==> config.mk <==
export PLATFORM = sky130hd
export DESIGN_NAME = cor_ram
export DESIGN_NICKNAME = d
export VERILOG_FILES = /design/src/rtl/cor_ram.sv
export SDC_FILE = /design/constraint.sdc
export NUM_CORES = 1
export LEC_CHECK = 0
export ABC_CLOCK_PERIOD_IN_PS = 5640
export BUFFER_PORTS_ARGS = -buffer_cell sky130_fd_sc_hd__buf_4
export CORE_ASPECT_RATIO = 1.25
export CORE_MARGIN = 1.5
export CORE_UTILIZATION = 65
export DETAILED_ROUTE_END_ITERATION = 8
export PLACE_DENSITY = 0.89
export SYNTH_ARGS = -nofsm -noshare
export SYNTH_HDL_FRONTEND = slang
export SYNTH_SLANG_ARGS = --single-unit
==> constraint.sdc <==
create_clock -name clk -period 5.64 [get_ports clk]
set_clock_uncertainty 0.15 [all_clocks]
set_input_delay 0.564 -clock clk [delete_from_list [all_inputs] [get_ports clk]]
set_output_delay 0.564 -clock clk [all_outputs]
set_load 0.1 [all_outputs]
==> src/rtl/cor_ram.sv <==
// Generic single-port-write, single-port-read RAM with registered read data.
module cor_ram #(
  parameter int WIDTH = 8,
  parameter int DEPTH = 64
) (
  input  logic                     clk,
  input  logic                     wr_en,
  input  logic [$clog2(DEPTH)-1:0] wr_addr,
  input  logic [WIDTH-1:0]         wr_data,
  input  logic [$clog2(DEPTH)-1:0] rd_addr,
  output logic [WIDTH-1:0]         rd_data
);

  logic [WIDTH-1:0] mem [DEPTH];
  logic [WIDTH-1:0] rd_data_r;

  always_ff @(posedge clk) begin
    if (wr_en) begin
      mem[wr_addr] <= wr_data;
    end
    rd_data_r <= mem[rd_addr];
  end

  assign rd_data = rd_data_r;

endmodule

[Word level (Yosys, flattened, before mapping)]
Memory sizes are Yosys's and may differ from the RTL's. A register that Yosys moved wholly into a read port is not among the register bits.
Cells that the tools add are included.
Storage, ports and cells
  register bits after elaboration: 0
  bits in writable memories: 512
  input bits: 22
  output and inout port bits: 8
  logic and storage cells: 3
  memories: 1
Memory list
  mem: depth 64, width 8, rd ports 1, clocked after Yosys merged registers in 1, write ports 1, line 14  | logic [WIDTH-1:0] mem [DEPTH];
Operators by class
  multiplexer cells: 2
Operator list (count)
  2-to-1 mux 1 bit: 2

[Longest topological paths before layout]
  depth after elaboration: 2
  depth in mapped cells: 9

[Worst setup path before layout]
OpenSTA, ideal clock, no wires.
  path type: in2reg
  from: in rd_addr[1]
  to: reg rd_data_r[3], in the netlist rd_data[3] (read register of mem)
  library setup time: 0.128 ns
  arrival time: 2.104 ns
  setup slack: 3.258 ns
  stages on the path: 7
  path buffers: 3
  path through: buf_4 > buf_2 > buf_2 > mux4_2 > mux4_2 > o21ai_1 > o41ai_1
RTL lines
  from (decl): line 10  | input logic [$clog2(DEPTH)-1:0] rd_addr,
  to (decl): line 15  | logic [WIDTH-1:0] rd_data_r;

==> impl_metrics.toml <==
[sta]
slew_violations = 0
rsz0062_at_grt = "false"
hold_violations = 0
tns_ns = 0
max_slew_margin_pct = 10.6
worst_slew_pin_slew_ns = 1.33
setup_viol = 0
fmax_ghz = 0.289
min_period_over_period_pct = 61.3
fin_crit_ns = 3.46

[layout]
syn2layout_area_growth_pct = 9.03
final_common_cell = "edfxtp_1"
antennaDiodeCount = 0
drive_gt1_share_pct = 23.2
nets = 992
stdcell_count = 1404
mostFrequentLayoutCells = "512 x edfxtp_1, 126 x mux4_2, 83 x nor2_1, 45 x clkbuf_16, 33 x buf_4"

[drt]
vias = 10621
drc_errors = 0
drt-total-wl_mm = 52.2
drt-pass1-iter-count = 8
drt_iter0_drc = 1904
routed_via_density = 7.56
drtAntennaViolNets = 0
wl_per_cell_um = 37.2

[placement]
dp_hpwl_mm = 27.4
gp_congestion = 0.819
dp_cells = 1325
place.port_buffers = 29

[flow_run]
maxCapViolations = 0

[logic_synthesis]
avgSynthCellArea_sq_um = 21.5
ys_types = 40
syn_area_sq_um = 20200
yosysTopAreaCell = "edfxtp_1"
yosys.area.top_type_share_pct = 76.2
syn-num-nets = 962
ys.flop_type = "edfxtp_1"
ys_seq_area_share_pct = 77.0
synth_area_leaders = "edfxtp_1 76%, mux4_2 14%, nor2_1 1.5%"
yosys_warnings = 0
synth_edf_count = 512
syn_inst = 940
async_flop_share_pct = 0
ys_ff_latch = 520

[global_route]
grt_max_degree = 65
grt-ovfl-total = 0
grt_pass1_vias = 10653
antenna_found_initial = 0
grt_pass1_wl_mm = 75.7
grt_use_total_pct = 33.9

[floorplanning]
io_pins = 30
core_sq_um = 30300
num_rows = 71
die_height_um = 200
die-area_sq_um = 32100
start_util_pct = 66.6
fp.dieW_um = 161

[clocking]
numCtsBuffers = 44
postCtsHoldBufs = 0
cts-resized-gates = 0
max-clock-path-buffers = 3
cts.sinks = 520
clk_latency_ns = 0.56
cts_tree = "yes"
root_buffer = "clkbuf_16"
cts.clk_slew.worst_paths_ns = 0.07
cts_max_level = 2
post_cts_buffers = 0

[worst_setup_path]
cp_top_family = "buffers and inverters"
cp-end-kind = "register"
crit_type = "in2reg"
slowest_stage = "o41ai_1"
cpMostUsedCell = "buf_4"
cp.required_ns = 5.85
critical_path.cell_chain = "clkbuf_8, buf_4, buf_4, mux4_2, o221ai_1, o21a_1, o41ai_1"
slowest_delay_ns = 0.82
critical_path_buf_inv_count = 3
critical_path.max_fanout = 63
arrival_ns = 3.66
critPathLaunchType = "primary input"

[run_status]
outcome = "finished clean"

[power_and_ir_drop]
power_leakage_nw = 6.79
pwr_density_cell_nw_per_um2 = 352
irDropWorstVdd_uv = 253

[hold_path]
hold_path.class = "in2reg"
==> power breakdown <==
| group | switching, W | leakage [nW] | internal [W] |
|---|---|---|---|
| clock network | 0.00136 | 0.662 | 0.00161 |
| logic | 0.000321 | 1.45 | 0.000148 |
| registers | 0.0000164 | 4.67 | 0.00428 |
==> through the flow <==
| stage | worst slack [ns] | area, sq um | util, % | total power, W | hold WS [ns] |
|---|---|---|---|---|---|
| floorplan | 3.26 | 20200 | - | 0.00465 | 0.513 |
| global placement | 2.07 | 20600 | 68.1 | 0.00479 | 0.627 |
| detailed placement | 1.99 | 20600 | 68.1 | 0.00481 | 0.644 |
| CTS | 2.38 | 22000 | 72.6 | 0.00771 | 0.267 |
| global route | 2.07 | 22000 | 72.6 | 0.00786 | 0.285 |
| finish | 2.18 | 22000 | 72.6 | 0.00774 | 0.321 |
==> sequential cells by signal (all words and copies together), names as in the netlist <==
signal,cells
mem,512
rd_data,8
==> path summary, 6_finish.rpt <==
| path | depth (start not counted) | start | slack [ns] | to |
|---|---|---|---|---|
| min | 2 | rd_addr[5] | 0.32 | rd_data[5]$_DFF_P_ |
| max | 7 | rd_addr[0] | 2.18 | rd_data[3]$_DFF_P_ |
| max reg2reg | 4 | mem[3][3]$_DFFE_PP_ | 2.83 | rd_data[3]$_DFF_P_ |
| min reg2reg | 4 | mem[18][1]$_DFFE_PP_ | 0.74 | rd_data[1]$_DFF_P_ |
==> cell usage after synthesis, types with 8 or more instances <==
library cell / count
dfxtp_1: 8
clkbuf_1: 17
nor2b_1: 14
o22ai_1: 8
buf_2: 11
mux2_2: 13
nor2_1: 83
buf_4: 13
edfxtp_1: 512
mux4_2: 126
nand3_1: 13
mux2i_1: 23
o221ai_1: 8
nand2_1: 19
==> routing by layer <==
| metal | track usage (%) | vias to the layer above | part of all wire, % |
|---|---|---|---|
| met5 | 0 | - | 0 |
| met4 | 17.7 | 0 | 6.4 |
| met3 | 8.10 | 236 | 13 |
| met2 | 56.0 | 1138 | 50 |
| met1 | 42.5 | 5276 | 31 |
| li1 | - | 3971 | - |
==> worst register-to-register path: stages (launching register included) <==
cell and delay, ns:
edfxtp_1 0.38, mux4_2 0.48, nor2b_1 0.15, a2111oi_0 1.05, o41ai_1 0.39
==> cells by family after synthesis <==
| group | count (synthesis) | synth area share (%) |
|---|---|---|
| muxes | 162 | 15.9 |
| and+or+nand+nor | 153 | 3.39 |
| buffers and inverters | 51 | 1.57 |
| DFF | 520 | 77.0 |
| AOI/OAI and AO/OA | 54 | 2.07 |
==> layout make-up <==
type | instances | area, sq um
fillers | 1444 | 8300
well taps | 401 | 502
flip-flops and latches | 520 | 15500
clock inverters | 23 | 178
clock buffers | 56 | 1180
multi-input cells | 369 | 4320
repair buffers | 35 | 282
Note: power is estimated with default switching activity, not from simulation.
