<file path="src/rtl/cor_pkg.sv">
// Shared constants, types and arithmetic helpers of the circle overlap repulsion block.
package cor_pkg;

  localparam int MAX_CIRCLES = 64;
  localparam int ADDR_W      = $clog2(MAX_CIRCLES);
  localparam int CNT_W       = $clog2(MAX_CIRCLES + 1);

  localparam int OP_W       = 2;
  localparam int IDX_W      = 6;
  localparam int POS_W      = 24;
  localparam int RAD_W      = 20;
  localparam int NUM_W      = 7;
  localparam int GAIN_W     = 16;
  localparam int CFG_IDX_W  = 1;
  localparam int CFG_DATA_W = 16;

  localparam int MUL_W  = 24;
  localparam int PROD_W = 2 * MUL_W;
  localparam int ACC_W  = PROD_W + 1;
  localparam int DIF_W  = POS_W + 1;
  localparam int RS_W   = RAD_W + 1;
  localparam int UPD_W  = POS_W + 2;

  localparam logic [OP_W-1:0] OP_WRITE = 2'd0;
  localparam logic [OP_W-1:0] OP_RELAX = 2'd1;
  localparam logic [OP_W-1:0] OP_READ  = 2'd2;

  localparam logic [CFG_IDX_W-1:0] CFG_CIRCLES = 1'b0;
  localparam logic [CFG_IDX_W-1:0] CFG_GAIN    = 1'b1;

  localparam logic [GAIN_W-1:0] GAIN_RESET = 16'd1966;

  // One table entry as stored in the circle memory.
  typedef struct packed {
    logic                    collides;
    logic [RAD_W-1:0]        radius;
    logic signed [POS_W-1:0] pos_y;
    logic signed [POS_W-1:0] pos_x;
  } circ_t;

  // Floor of (+/- magnitude * gain) / 2^16, given the unsigned product.
  function automatic logic signed [DIF_W-1:0] push_amt(input logic [PROD_W-1:0] prod,
                                                       input logic neg);
    logic [PROD_W:0]  up;
    logic [DIF_W-1:0] mag;
    up = {1'b0, prod} + {{(PROD_W - 15){1'b0}}, 16'hFFFF};
    if (neg) begin
      mag = up[DIF_W+15:16];
      push_amt = -$signed(mag);
    end else begin
      mag = prod[DIF_W+15:16];
      push_amt = $signed(mag);
    end
  endfunction

  // Clamp a widened coordinate to the signed position range.
  function automatic logic signed [POS_W-1:0] sat_pos(input logic signed [UPD_W-1:0] v);
    if (v[UPD_W-1:POS_W-1] == '0 || v[UPD_W-1:POS_W-1] == '1) begin
      sat_pos = v[POS_W-1:0];
    end else if (v[UPD_W-1]) begin
      sat_pos = {1'b1, {(POS_W - 1){1'b0}}};
    end else begin
      sat_pos = {1'b0, {(POS_W - 1){1'b1}}};
    end
  endfunction

endpackage

</file>
<file path="src/rtl/cor_mul.sv">
// Shared unsigned multiplier with a registered product.
module cor_mul (
  input  logic                         clk,
  input  logic [cor_pkg::MUL_W-1:0]    op_a,
  input  logic [cor_pkg::MUL_W-1:0]    op_b,
  output logic [cor_pkg::PROD_W-1:0]   prod
);
  import cor_pkg::*;

  logic [PROD_W-1:0] prod_r;

  always_ff @(posedge clk) begin
    prod_r <= op_a * op_b;
  end

  assign prod = prod_r;

endmodule
</file>
<file path="config.mk">
export PLATFORM = sky130hd
export DESIGN_NAME = cor_mul
export DESIGN_NICKNAME = d
export VERILOG_FILES = /design/src/rtl/cor_pkg.sv /design/src/rtl/cor_mul.sv
export SDC_FILE = /design/constraint.sdc
export NUM_CORES = 1
export LEC_CHECK = 0
export ABC_AREA = 1
export BUFFER_PORTS_ARGS = -buffer_cell sky130_fd_sc_hd__buf_2
export CAP_MARGIN = 20
export CORE_MARGIN = 2
export CORE_UTILIZATION = 65
export CTS_CLUSTER_DIAMETER = 100
export DETAILED_ROUTE_END_ITERATION = 8
export PLACE_DENSITY = 0.84
export SLEW_MARGIN = 20
export SYNTH_ARGS = -nofsm -noshare
export SYNTH_HDL_FRONTEND = slang
export SYNTH_SLANG_ARGS = --single-unit
</file>
<file path="constraint.sdc">
create_clock -name clk -period 10.8 [get_ports clk]
set_input_delay 2.16 -clock clk [delete_from_list [all_inputs] [get_ports clk]]
set_output_delay 2.16 -clock clk [all_outputs]
set_load 0.02 [all_outputs]
</file>
== Word-level counts from Yosys, hierarchy flattened ==
Index checks and enable logic that the tools add are counted.

* Register bits: 48
* Latch bits: 0
* RAM bits: 0
* ROM bits: 0
* Bits of input ports: 49
* Output and inout bits: 48
* Word-level logic and storage cells: 2
* Memories kept: 0

* Add/subtract/negate cells: 0
* Multiply operators: 1
* Div/mod/pow operators: 0
* Magnitude comparators: 0
* Eq/ne operators: 0
* Shifts and indexed selects: 0
* Muxes and demuxes: 0
* Bitwise gates (word level): 0
* Reduce and logical (&&, ||, !) cells: 0

{| class="wikitable"
|+ Operators with widths
! operator !! count
|-
| 24-bit by 24-bit multiplier with 48-bit output || 1
|}

== Depth between registers and ports, before layout ==
* Depth in word-level cells: 1
* Mapped depth: 29

== Worst setup path before layout ==
OpenSTA, ideal clock, no wires.

* Kind: in2reg
* Start: in op_b[3] (netlist bit)
* End: reg prod_r[47] (netlist: prod[47])
* Setup time: 113 ps
* Data arrival time: 7365 ps
* Data required time: 10687 ps
* Setup slack: 3322 ps
* Stages: 26
* Buffers on the path: 1
* Cells stage by stage: clkbuf_1 nand2_1 fa_1 inv_1 fa_1 inv_1 fa_1 inv_1 fa_1 inv_1 fa_1 inv_1 fa_1 inv_1 fa_1 inv_1 ha_1 nand2_2 nor2_2 nand2_1 inv_1 nand2_1 nor2_1 nand2_1 nand4_1 nand2_1

* Word-level cells in the longest chain between the ends: 1

{| class="wikitable"
|+ Ends and longest elaborated chain
! item !! RTL line !! text
|-
| start, declared || cor_mul.sv:5 || <nowiki>input logic [cor_pkg::MUL_W-1:0] op_b,</nowiki>
|-
| 24-bit by 24-bit multiplier with 48-bit output || cor_mul.sv:13 || <nowiki>prod_r <= op_a * op_b;</nowiki>
|-
| end signal, assigned || cor_mul.sv:13 ||
|-
| end, declared || cor_mul.sv:10 || <nowiki>logic [PROD_W-1:0] prod_r;</nowiki>
|}

No other way between the ends.

== Worst setup path in the final report ==
* Start: in op_a[16] (netlist bit)
* End: reg prod_r[23] (netlist: prod[23])

* Word-level cells in the longest chain between the ends: 1

{| class="wikitable"
|+ Ends and longest elaborated chain
! item !! RTL line !! text
|-
| start, declared || cor_mul.sv:4 || <nowiki>input logic [cor_pkg::MUL_W-1:0] op_a,</nowiki>
|-
| 24-bit by 24-bit multiplier with 48-bit output || cor_mul.sv:13 ||
|}

No other way between the ends.

==> metrics.txt <==
outcome=completed; fraction of layout cells with a size suffix above 1=0.0491; initial antenna violation count=0; DR vias/cell=5.22; Critical Path End Type=register; Overflow after GRT=0; Die X=186 um; Crit path arrival time=8.29 ns; P&R area growth vs syn=3.86%; f_max=123 MHz; CTS Sinks=48; Initial Utilization=0.660; number of enable-type register cells in the synthesized netlist=0; GRT Util Overall=0.341; crit path launch type=primary input; io pins=97; worst-path cell chain=buf_2 -> nand2_1 -> inv_1 -> fa_1 -> fa_1 -> inv_1 -> fa_1 -> inv_1 -> fa_1 -> inv_1 -> fa_1 -> inv_1 -> fa_1 -> inv_1 -> fa_1 -> inv_1 -> ha_1 -> nand2_2 -> nor2_2 -> nand2_1 -> nor2_1 -> nand2_1 -> nand3_2 -> xor2_1; Min-Delay Path Depth=3; max FFs per register=48; Hold Fails Final Rpt=0; CP top delay family=adder cells; Synth area leader=fa_1; CP max-delay cell=fa_1; Commonest cells post-synth=1,012 x inv_1, 905 x nand2_1, 482 x fa_1; Seq. cell area=961 um2; Placeable Area=32,600 um2; Post-synth ARST share=0; Crit path buffers/inverters=8; first-pass GRT wire length=92,300 um; Synth warnings=0; Max-cap violations=0; Max-slew headroom=0.537; largest net degree at the start of global routing=25; Via Count=17,632; # port buffers=96; drt pass-1 iters=6; Placer Congestion=0.954; Routed WL=54,500 um; final setup violating endpoints=0; synthesized area per cell=7.37 um2; top_reg_cell synth=dfxtp_1; min Tclk post-route=8.11 ns; area share of the largest cell type after synthesis=0.448; worst path required time=10.98 ns; syn nets=3,629; Sum Neg Setup Slack=0 ns; synth unique cells=25; synthesized flop and latch total=48; Hold Startpoint=op_b[0]; CP max FO=24; DR WL/cell=16.1 um; multi-input logic area=16,400 um2; Worst path max stage delay=0.56 ns; Detail Placement HPWL=45,800 um; std cell rows=66; Die Area=34,600 um2; quantity of gates resized following cts=0; CTS root buf=clkbuf_16; Slew Limit Fails=0; worst min path class=primary input to register; top post-synthesis cells by area=fa_1 45%, inv_1 18%, nand2_1 16%; register area share after synthesis=0.0446; Inserted Clock Buffers=5; FILL cells=2,613; RSZ-0062 raised after global routing=no; Cells after Synth=2,924; vias in the first global route=19,036; kind of critical path=primary input to register; Tcrit/Tclk final=0.751; most common cell in the netlist=inv_1; Slew @ Worst Pin=0.694 ns; CTS tree=yes; initial drt markers=1,548; Final #Nets=3,637; Die H=186 um; CTS Buffer Depth=2; # DRC=0; # hold bufs at CTS=0; H-tree levels=2; Hold EP=prod[0]$_DFF_P_; Routed Antenna Nets=0; cell area after synthesis=21,500 um2; Clock Pin Slew Worst Setup and Hold Paths=0.07 ns; Post-CTS Setup Inserts=0
## layout by cell type, fill, tap and decap left out
cell,n
xnor2_1,6
nand3_2,8
nand2_1,905
xor2_1,21
ha_1,174
a21oi_1,29
clkbuf_8,1
diode_2,1
clkbuf_16,5
fa_1,482
buf_4,1
clkinv_2,2
nand3_1,31
and2_1,2
nor3_1,3
nor2_1,58
nand2b_1,1
nor2_4,5
nor2_2,10
nand2_2,13
o21ai_0,2
o21bai_1,6
or2_1,2
a31oi_1,4
dfxtp_1,48
or2_2,1
inv_2,2
buf_2,96
nand4_1,3
inv_1,1012
## through the flow
step / hold slack [ns] / setup slack (ns) / std cells / area (um2) / util
after floorplan: 2.26 / 3.32 / 2924 / 21500 / -
after global placement: 2.58 / 2.60 / 3367 / 22200 / 0.681
after detailed placement: 2.58 / 2.52 / 3367 / 22200 / 0.681
after CTS: 2.33 / 2.80 / 3375 / 22400 / 0.686
after global routing: 2.36 / 2.50 / 3375 / 22400 / 0.686
final: 2.34 / 2.69 / 3376 / 22400 / 0.686
## layout make-up
| class | count | share of cell area |
|---|---|---|
| diodes | 1 | 0.000112 |
| inverters | 1014 | 0.170 |
| well taps | 442 | 0.0247 |
| clock buffers | 6 | 0.00621 |
| repair buffers | 97 | 0.0218 |
| flip-flops and latches | 48 | 0.0430 |
| clock inverters | 2 | 0.000447 |
| multi-input cells | 1766 | 0.734 |
## cells by family after synthesis
logic type,share of synthesized area
simple gates,0.191
buf+inv,0.193
flops,0.0446
fa+ha+maj,0.549
compound gates,0.0105
xor+xnor,0.0110
## worst max-delay path by stage
stage               cells after the start     start  slack (ns)          endpoint
floorplan                              26   op_b[3]        3.32  prod[47]$_DFF_P_
global placement                       24  op_a[13]        2.60  prod[23]$_DFF_P_
detailed placement                     26  op_a[16]        2.52  prod[35]$_DFF_P_
CTS                                    24  op_a[16]        2.80  prod[23]$_DFF_P_
global route                           24  op_a[16]        2.50  prod[23]$_DFF_P_
finish                                 24  op_a[16]        2.69  prod[23]$_DFF_P_
## metal layers
layer  track usage  routed length (um)  vias up
li1              -                   -     7959
met5             0                   0        -
met4        0.0894                1060        0
met3        0.0560                5520      119
met1         0.468               21600     8608
met2         0.566               26300      946
Power is left out: the tool's default activity adds up to more than one toggle a clock period on the data nets, which glitch-free logic cannot reach.
